--- src/sv/tcs_pkg.sv ---
package tcs_pkg;

  // item kinds carried on the slave-side tuser
  typedef enum logic [1:0] {
    KIND_WRITE = 2'd0,
    KIND_START = 2'd1,
    KIND_TICK  = 2'd2
  } kind_t;

  // fixed field widths of the stream items
  localparam int NOW_BITS        = 32;
  localparam int INDEX_BITS      = 6;
  localparam int ENTRY_TIME_BITS = 32;
  localparam int CHORD_BITS      = 8;
  localparam int LENGTH_BITS     = 7;
  localparam int DRIVE_BITS      = 8;
  localparam int PULSE_BITS      = 16;

  // score entry as held in the score memory: chord above time
  localparam int ENTRY_BITS = ENTRY_TIME_BITS + CHORD_BITS;

  // packed stream widths, rounded up to whole bytes
  localparam int IN_TDATA_BITS  = 88;
  localparam int IN_TUSER_BITS  = 8;
  localparam int OUT_TDATA_BITS = 16;

  // pulse length after reset
  localparam logic [PULSE_BITS-1:0] PULSE_RESET = 16'd50;

  // one input item, unpacked
  typedef struct packed {
    kind_t                        kind;
    logic [NOW_BITS-1:0]          now_time;
    logic [INDEX_BITS-1:0]        entry_index;
    logic [ENTRY_TIME_BITS-1:0]   entry_time;
    logic [CHORD_BITS-1:0]        entry_chord;
    logic [LENGTH_BITS-1:0]       sequence_length;
  } item_t;

  // one result item
  typedef struct packed {
    logic                  playing;
    logic [DRIVE_BITS-1:0] mallet_drive;
  } res_t;

endpackage

--- src/sv/timed_chord_sequencer_pulser.sv ---
// results are registered in the output buffer, or in its skid stage on a stall
// throughput: one item per cycle while the skid is empty; the play position feeds
//   the score memory read address; the registered entry is ready for the next tick
// reset: synchronous, clears playback, mallet drives and stamps, pulse length 50
// the score memory is not cleared; unwritten entries read as undefined
module timed_chord_sequencer_pulser #(
  parameter int SCORE_DEPTH = 64,
  parameter int NUM_MALLETS = 8,
  parameter int TIME_BITS   = 32
) (
  input  logic                                 clk,
  input  logic                                 rst,
  input  logic                                 cfg_we,
  input  logic [tcs_pkg::PULSE_BITS-1:0]       cfg_wdata,
  input  logic                                 s_tvalid,
  output logic                                 s_tready,
  // now_time, entry_index, entry_time, entry_chord, sequence_length
  input  logic [tcs_pkg::IN_TDATA_BITS-1:0]    s_tdata,
  // kind
  input  logic [tcs_pkg::IN_TUSER_BITS-1:0]    s_tuser,
  output logic                                 m_tvalid,
  input  logic                                 m_tready,
  // mallet_drive, playing
  output logic [tcs_pkg::OUT_TDATA_BITS-1:0]   m_tdata
);

  import tcs_pkg::*;

  item_t item;
  res_t  res;
  res_t  out_res;
  logic  accept;

  // unpack the input transfer
  assign item.kind            = kind_t'(s_tuser[1:0]);
  assign item.now_time        = s_tdata[31:0];
  assign item.entry_index     = s_tdata[37:32];
  assign item.entry_time      = s_tdata[69:38];
  assign item.entry_chord     = s_tdata[77:70];
  assign item.sequence_length = s_tdata[84:78];

  assign accept = s_tvalid && s_tready;

  tcs_core #(
    .SCORE_DEPTH (SCORE_DEPTH),
    .NUM_MALLETS (NUM_MALLETS),
    .TIME_BITS   (TIME_BITS)
  ) u_core (
    .clk       (clk),
    .rst       (rst),
    .cfg_we    (cfg_we),
    .cfg_wdata (cfg_wdata),
    .accept    (accept),
    .item      (item),
    .res       (res)
  );

  tcs_out_buf u_out (
    .clk       (clk),
    .rst       (rst),
    .push      (accept),
    .push_res  (res),
    .in_ready  (s_tready),
    .out_valid (m_tvalid),
    .out_ready (m_tready),
    .out_res   (out_res)
  );

  // pack the result transfer
  assign m_tdata = {7'd0, out_res.playing, out_res.mallet_drive};

endmodule

--- src/sv/tcs_ram.sv ---
module tcs_ram #(
  parameter int WIDTH = 40,
  parameter int DEPTH = 64,
  localparam int AW = (DEPTH > 1) ? $clog2(DEPTH) : 1
) (
  input  logic             clk,
  input  logic             we,
  input  logic [AW-1:0]    waddr,
  input  logic [WIDTH-1:0] wdata,
  input  logic [AW-1:0]    raddr,
  output logic [WIDTH-1:0] rdata
);

  logic [WIDTH-1:0] mem [DEPTH];

  // single write port, registered read port (old data on collision)
  always_ff @(posedge clk) begin
    if (we) begin
      mem[waddr] <= wdata;
    end
    rdata <= mem[raddr];
  end

endmodule

--- src/sv/tcs_core.sv ---
module tcs_core #(
  parameter int SCORE_DEPTH = 64,
  parameter int NUM_MALLETS = 8,
  parameter int TIME_BITS   = 32
) (
  input  logic                             clk,
  input  logic                             rst,
  input  logic                             cfg_we,
  input  logic [tcs_pkg::PULSE_BITS-1:0]   cfg_wdata,
  input  logic                             accept,
  input  tcs_pkg::item_t                   item,
  output tcs_pkg::res_t                    res
);

  import tcs_pkg::*;

  localparam int AW = (SCORE_DEPTH > 1) ? $clog2(SCORE_DEPTH) : 1;
  localparam int PW = $clog2(SCORE_DEPTH + 1);

  // playback and mallet state
  logic [NUM_MALLETS-1:0] strike_active, strike_active_next;
  logic [TIME_BITS-1:0]   strike_stamp [NUM_MALLETS];
  logic [TIME_BITS-1:0]   strike_stamp_next [NUM_MALLETS];
  logic                   play_flag, play_flag_next;
  logic [PW-1:0]          play_position, play_position_next;
  logic [PW-1:0]          play_limit, play_limit_next;
  logic [TIME_BITS-1:0]   start_stamp, start_stamp_next;
  logic [PULSE_BITS-1:0]  pulse_duration;

  // score memory access and write-to-read forwarding
  logic                   wr_en;
  logic [AW-1:0]          waddr;
  logic [ENTRY_BITS-1:0]  wdata;
  logic [AW-1:0]          raddr;
  logic [ENTRY_BITS-1:0]  ram_rdata;
  logic                   fwd_hit;
  logic [ENTRY_BITS-1:0]  fwd_data;

  // current entry and timing
  logic [ENTRY_BITS-1:0]  cur_entry;
  logic [TIME_BITS-1:0]   cur_time;
  logic [NUM_MALLETS-1:0] cur_chord;
  logic [TIME_BITS-1:0]   now_t;
  logic [TIME_BITS-1:0]   elapsed;
  logic [NUM_MALLETS-1:0] held_done;
  logic [PW-1:0]          position_inc;
  logic [PW-1:0]          length_sat;

  tcs_ram #(
    .WIDTH (ENTRY_BITS),
    .DEPTH (SCORE_DEPTH)
  ) u_score (
    .clk   (clk),
    .we    (wr_en),
    .waddr (waddr),
    .wdata (wdata),
    .raddr (raddr),
    .rdata (ram_rdata)
  );

  // entry at the play position, with a same-cycle write forwarded
  assign cur_entry = fwd_hit ? fwd_data : ram_rdata;
  assign cur_time  = TIME_BITS'(cur_entry[ENTRY_TIME_BITS-1:0]);
  assign cur_chord = cur_entry[ENTRY_TIME_BITS +: NUM_MALLETS];

  assign now_t        = TIME_BITS'(item.now_time);
  assign elapsed      = now_t - start_stamp;
  assign position_inc = play_position + PW'(1);
  assign length_sat   = (32'(item.sequence_length) > 32'(SCORE_DEPTH)) ?
                        PW'(SCORE_DEPTH) : PW'(item.sequence_length);

  // per-mallet hold timers compared in parallel
  always_comb begin
    for (int i = 0; i < NUM_MALLETS; i++) begin
      held_done[i] = (now_t - strike_stamp[i]) >= TIME_BITS'(pulse_duration);
    end
  end

  // write port follows the item, read port follows the next play position
  assign waddr = AW'(item.entry_index);
  assign wdata = {item.entry_chord, item.entry_time};
  assign raddr = play_position_next[AW-1:0];

  // next state for one accepted item
  always_comb begin
    strike_active_next = strike_active;
    strike_stamp_next  = strike_stamp;
    play_flag_next     = play_flag;
    play_position_next = play_position;
    play_limit_next    = play_limit;
    start_stamp_next   = start_stamp;
    wr_en              = 1'b0;
    if (accept) begin
      case (item.kind)
        KIND_WRITE: begin
          wr_en = 32'(item.entry_index) < 32'(SCORE_DEPTH);
        end
        KIND_START: begin
          play_flag_next     = 1'b1;
          play_position_next = '0;
          play_limit_next    = length_sat;
          start_stamp_next   = now_t;
        end
        KIND_TICK: begin
          // release mallets held long enough
          for (int i = 0; i < NUM_MALLETS; i++) begin
            if (strike_active[i] && held_done[i]) begin
              strike_active_next[i] = 1'b0;
            end
          end
          // fire the current entry once its offset is reached
          if (play_flag) begin
            if (play_position >= play_limit) begin
              play_flag_next = 1'b0;
            end else if (elapsed >= cur_time) begin
              for (int i = 0; i < NUM_MALLETS; i++) begin
                if (cur_chord[i]) begin
                  strike_active_next[i] = 1'b1;
                  strike_stamp_next[i]  = now_t;
                end
              end
              play_position_next = position_inc;
              if (position_inc >= play_limit) begin
                play_flag_next = 1'b0;
              end
            end
          end
        end
        default: begin
        end
      endcase
    end
  end

  // state registers
  always_ff @(posedge clk) begin
    if (rst) begin
      strike_active  <= '0;
      strike_stamp   <= '{default: '0};
      play_flag      <= 1'b0;
      play_position  <= '0;
      play_limit     <= '0;
      start_stamp    <= '0;
      pulse_duration <= PULSE_RESET;
      fwd_hit        <= 1'b0;
    end else begin
      strike_active <= strike_active_next;
      strike_stamp  <= strike_stamp_next;
      play_flag     <= play_flag_next;
      play_position <= play_position_next;
      play_limit    <= play_limit_next;
      start_stamp   <= start_stamp_next;
      fwd_hit       <= wr_en && (waddr == raddr);
      if (cfg_we) begin
        pulse_duration <= cfg_wdata;
      end
    end
  end

  always_ff @(posedge clk) begin
    fwd_data <= wdata;
  end

  // result reflects the state after the item
  assign res.mallet_drive = DRIVE_BITS'(strike_active_next);
  assign res.playing      = play_flag_next;

  // position never runs past the limit
  a_pos_in_limit: assert property (@(posedge clk) disable iff (rst)
    play_position <= play_limit)
    else $error("play position beyond limit");

  // only ticks move the mallets
  a_no_strike_off_tick: assert property (@(posedge clk) disable iff (rst)
    (accept && item.kind != KIND_TICK) |=> $stable(strike_active))
    else $error("mallets changed on a non-tick item");

  // position steps by one at most, or restarts
  a_pos_step: assert property (@(posedge clk) disable iff (rst)
    accept |=> (play_position == $past(play_position)) ||
               (play_position == $past(play_position) + PW'(1)) ||
               (play_position == '0))
    else $error("play position jumped");

endmodule

--- src/sv/tcs_out_buf.sv ---
module tcs_out_buf (
  input  logic          clk,
  input  logic          rst,
  input  logic          push,
  input  tcs_pkg::res_t push_res,
  output logic          in_ready,
  output logic          out_valid,
  input  logic          out_ready,
  output tcs_pkg::res_t out_res
);

  import tcs_pkg::*;

  logic skid_valid;
  res_t skid_res;
  logic pop;

  assign pop      = out_valid && out_ready;
  assign in_ready = !skid_valid;

  // output register with one skid stage behind it
  always_ff @(posedge clk) begin
    if (rst) begin
      out_valid  <= 1'b0;
      skid_valid <= 1'b0;
    end else if (skid_valid) begin
      if (pop) begin
        skid_valid <= 1'b0;
      end
    end else if (push) begin
      if (out_valid && !pop) begin
        skid_valid <= 1'b1;
      end else begin
        out_valid <= 1'b1;
      end
    end else if (pop) begin
      out_valid <= 1'b0;
    end
  end

  // payload moves without reset
  always_ff @(posedge clk) begin
    if (skid_valid) begin
      if (pop) begin
        out_res <= skid_res;
      end
    end else if (push) begin
      if (out_valid && !pop) begin
        skid_res <= push_res;
      end else begin
        out_res <= push_res;
      end
    end
  end

  // skid stage is only ever used behind a full output register
  a_skid_behind_out: assert property (@(posedge clk) disable iff (rst)
    skid_valid |-> out_valid)
    else $error("skid holds data with output empty");

  // skid fills only when the output is stalled
  a_skid_fill: assert property (@(posedge clk) disable iff (rst)
    $rose(skid_valid) |-> $past(out_valid && !out_ready && push))
    else $error("skid filled without a stall");

endmodule

--- config.mk ---
export PLATFORM = sky130hd
export DESIGN_NAME = timed_chord_sequencer_pulser
export DESIGN_NICKNAME = d
export VERILOG_FILES = /design/src/sv/tcs_pkg.sv /design/src/sv/timed_chord_sequencer_pulser.sv /design/src/sv/tcs_ram.sv /design/src/sv/tcs_core.sv /design/src/sv/tcs_out_buf.sv
export SDC_FILE = /design/constraint.sdc
export NUM_CORES = 2
export LEC_CHECK = 0
export BUFFER_PORTS_ARGS = -buffer_cell sky130_fd_sc_hd__buf_2
export CAP_MARGIN = 20
export CORE_ASPECT_RATIO = 0.6
export CORE_MARGIN = 1
export CORE_UTILIZATION = 30
export CTS_CLUSTER_DIAMETER = 30
export DETAILED_ROUTE_END_ITERATION = 10
export PLACE_DENSITY = 0.57
export SYNTH_ARGS = -nofsm -noshare
export SYNTH_HDL_FRONTEND = slang
export SYNTH_SLANG_ARGS = --single-unit
export TNS_END_PERCENT = 1
--- constraint.sdc ---
create_clock -name clk -period 6.2 [get_ports clk]
set_input_delay 0.31 -clock clk [delete_from_list [all_inputs] [get_ports clk]]
set_output_delay 0.31 -clock clk [all_outputs]
set_load 0.02 [all_outputs]
==> impl_metrics.yaml <==
outcome:
  status: "finished with violations"
  failed_checks: "setup timing"
worst_setup_path:
  cp.arrival_ns: 7.42
  crit_type: "flop to flop"
  startpoint: "u_core.start_stamp[0]"
  worstSetupStartpointType: "flop"
  worstPathRequired_ns: 7.02
  cp_slowest_cell: "or3_4"
  ff2ff_path_depth: 34
  r2r_start: "u_core.start_stamp[0]"
  reg2reg_to: "u_core.u_score.rdata[21]"
  worst_setup_path_end_kind: "flop"
  critical-path-max-stage-delay_ns: 0.43
  crit_path_frequent_cell: "buf_12"
  path_max_fanout: 8
  r2r_setup_slack_ns: -0.40
global_route:
  grt_max_degree: 82
  grt_pass1_wl_um: 643000
  grt_pass1_vias: 90000
  grt_usage_pct: 19.0
  grt.overflow.total: 0
  antenna_found_initial: 38
clock_network:
  cts.clk_slew.worst_paths_ns: 0.06
  tritoncts: "done"
  cts_buffers: 409
  clk-insertion-delay-late_ns: 0.97
  cts_buffer_depth: 4
  clock-sinks: 2988
  htreeDepth: 5
  clock-root-buffer: "clkbuf_16"
timing:
  fin_crit_ns: 6.60
  fin_crit_sh_pct: 106
  setup_viol_count_final: 41
  rsz0062_at_grt: "true"
  clock_skew_ns: 0.124
  fmax_ghz: 0.152
  slew_violations: 0
  slew_headroom_pct: 23.1
  hold_violations: 0
  timing.final.ws_setup_ns: -0.399
  tightest_slew_ns: 1.15
synthesis:
  synth_xor_area_share_pct: 1.16
  yosysTopAreaCellShare_pct: 57.7
  syn_inst: 11800
  yosysSeqAreaShare_pct: 63.8
  yosys_warnings: 0
  postSynth.asyncResetShare_pct: 0
  synthTopCellsByArea: "edfxtp_1 58%, nand2_1 8.3%, dfxtp_1 6.1%, ha_1 4.3%, nand3_1 3.5%"
  syn-cell-area_um2: 134000
  synth_top_family_by_area: "simple AND/OR/NAND/NOR gates"
  synth-main-ff-cell: "edfxtp_1"
  yosys.area.top_type: "edfxtp_1"
  yosysUniqueCellTypes: 88
  syn_area_per_cell_um2: 11.4
  synth_edf_count: 2578
  synth_fa_ha_area_share_pct: 4.40
  muxShareOfSynthArea_pct: 2.55
  yosys.area_share.simple_pct: 15.9
  synth_compound_area_share_pct: 9.11
  synth-seq-cells: 2988
worst_hold_path:
  holdPathEnd: "u_core.u_score.mem[19][26]"
  min_from: "s_tdata[64]"
  hp-class: "primary input to flop"
  hold_path_depth: 2
layout:
  layout.nets: 13200
  syn_to_final_growth_pct: 23.8
  layout_commonest_cell: "nand2_1"
  utilization_pct: 37.4
  final_layout_size_suffix_gt1_share_pct: 15.5
  layout_common_cells: "2972 x nand2_1, 2578 x edfxtp_1, 925 x nand3_1"
  fillCellCount: 42700
power_and_ir_drop:
  p_leak_nw: 60.0
  power_density_nw_per_um2: 297
  ir_drop_mv: 0.251
  report.power.total_w: 0.0493
floorplanning:
  fp-row-count: 189
  start_util_pct: 30.2
  io_pins: 135
  core_area_um2: 444000
  die_area_um2: 450000
  die_h_um: 520
  die_width_um: 865
placement:
  dp_hpwl_um: 285000
  numPortBuffers: 118
  gp_congestion: 0.915
routing:
  drtPass1Iterations: 6
  first_iter_violations: 12300
  vias_per_cell: 5.22
  vias: 98700
  ant_nets: 0
  post-route-drc-count: 0
  wl_per_cell_um: 23.7
  wirelength_um: 448000
run:
  drv_cap: 0
power by group:
part	switching, W	internal (W)	leakage, nW	total (W)
clock network	0.00975	0.0152	6.99	0.0250
registers	0.0000199	0.0219	26.5	0.0219
logic	0.00156	0.000843	26.5	0.00240
total	0.0113	0.0380	60.0	0.0493
metal layers:
metal	GRT usage, %	vias up	part of all wire (%)
li1	-	44800	-
met1	31.0	48500	49
met2	24.6	4762	38
met3	5.16	572	12
met4	3.79	14	1.9
met5	0	-	0.019
worst max-delay path, delay by kind of cell, from the launching register on:
family / cells / cell delay (ns)
AOI/OAI and AO/OA: 15 / 3.02
and+or+nand+nor: 6 / 1.03
buffers and inverters: 7 / 0.90
adders and majority gates: 3 / 0.85
DFF: 1 / 0.35
muxes: 2 / 0.24
xor gates and xnor gates: 1 / 0.13
stage by stage:
stage	worst slack, ns	cell area (um^2)	hold slack (ns)	instances	TNS [ns]
4_1_cts	-0.280	165000	0.00182	18900	-8.88
6_report	-0.399	166000	0.0450	18900	-12.42
3_3_place_gp	-1.09	148000	0.441	18000	-103.72
5_1_grt	-0.644	166000	0.0424	18900	-27.02
2_1_floorplan	0.00319	134000	0.338	11800	0
3_5_place_dp	-0.994	148000	0.446	18000	-65.09
cells by family (layout without fill, tap and decap cells):
family | count (synthesis) | count (layout)
mux | 337 | 337
xor+xnor | 177 | 177
buf+inv | 1080 | 2277
other cells | 1 | 17
simple gates | 4900 | 4900
compound gates | 1835 | 1835
flops | 2988 | 2988
fa+ha+maj | 466 | 466
cell usage after synthesis (53+ instances only):
library cell and number:
buf_1 80, a21o_1 128, a31oi_1 254, mux2i_1 318
a221oi_1 81, o21a_1 55, a21oi_1 591, nand2_1 2973
clkbuf_1 513, inv_1 402, nor2_1 315, a32oi_1 78
nand2b_1 53, buf_2 77, xnor2_1 133, o21ai_0 179
and3_1 263, nor2b_1 58, ha_1 457, nor3_1 83
dfxtp_1 410, nand3_1 939, a32o_1 74, edfxtp_1 2578
registers in the layout (all words and copies together) (netlist names):
signal,flops
u_core.strike_stamp,256
u_core.u_score.rdata,40
u_out.out_valid,1
u_core.u_score.mem,2560
u_core.fwd_data,40
u_core.play_position,7
u_core.fwd_hit,1
u_core.strike_active,8
u_core.play_flag,1
u_out.out_res,9
u_core.start_stamp,32
u_core.pulse_duration,16
u_out.skid_res,9
u_out.skid_valid,1
u_core.play_limit,7
worst max-delay path by stage:
stage,end,slack (ns),cells after the start
floorplan,u_core.u_score.rdata[24],0.003,33
global placement,u_core.u_score.rdata[19],-1.09,33
detailed placement,u_core.u_score.rdata[14],-0.99,34
CTS,u_core.u_score.rdata[23],-0.28,33
global route,u_core.u_score.rdata[20],-0.64,33
finish,u_core.u_score.rdata[21],-0.40,34
timing repair:
item	4_1_cts	5_1_grt
setup endpoints to repair	125	320
buffers inserted	28	16
resized for setup	131	136
pin swaps	36	67
hold endpoints to repair	381	651
hold buffers	80	14
cloned	9	3
layout make-up:
cell class	count	area (um^2)	area share, %
Sequential cell	2988	85600	51.6
Clock inverter	303	3970	2.39
Clock buffer	451	10600	6.38
Tap cell	5921	7410	4.46
Timing Repair Buffer	1121	11100	6.70
Inverter	402	1510	0.910
Antenna cell	10	25.0	0.0151
Multi-Input combinational cell	7722	45800	27.6
Power figures use the tool's default switching activity.
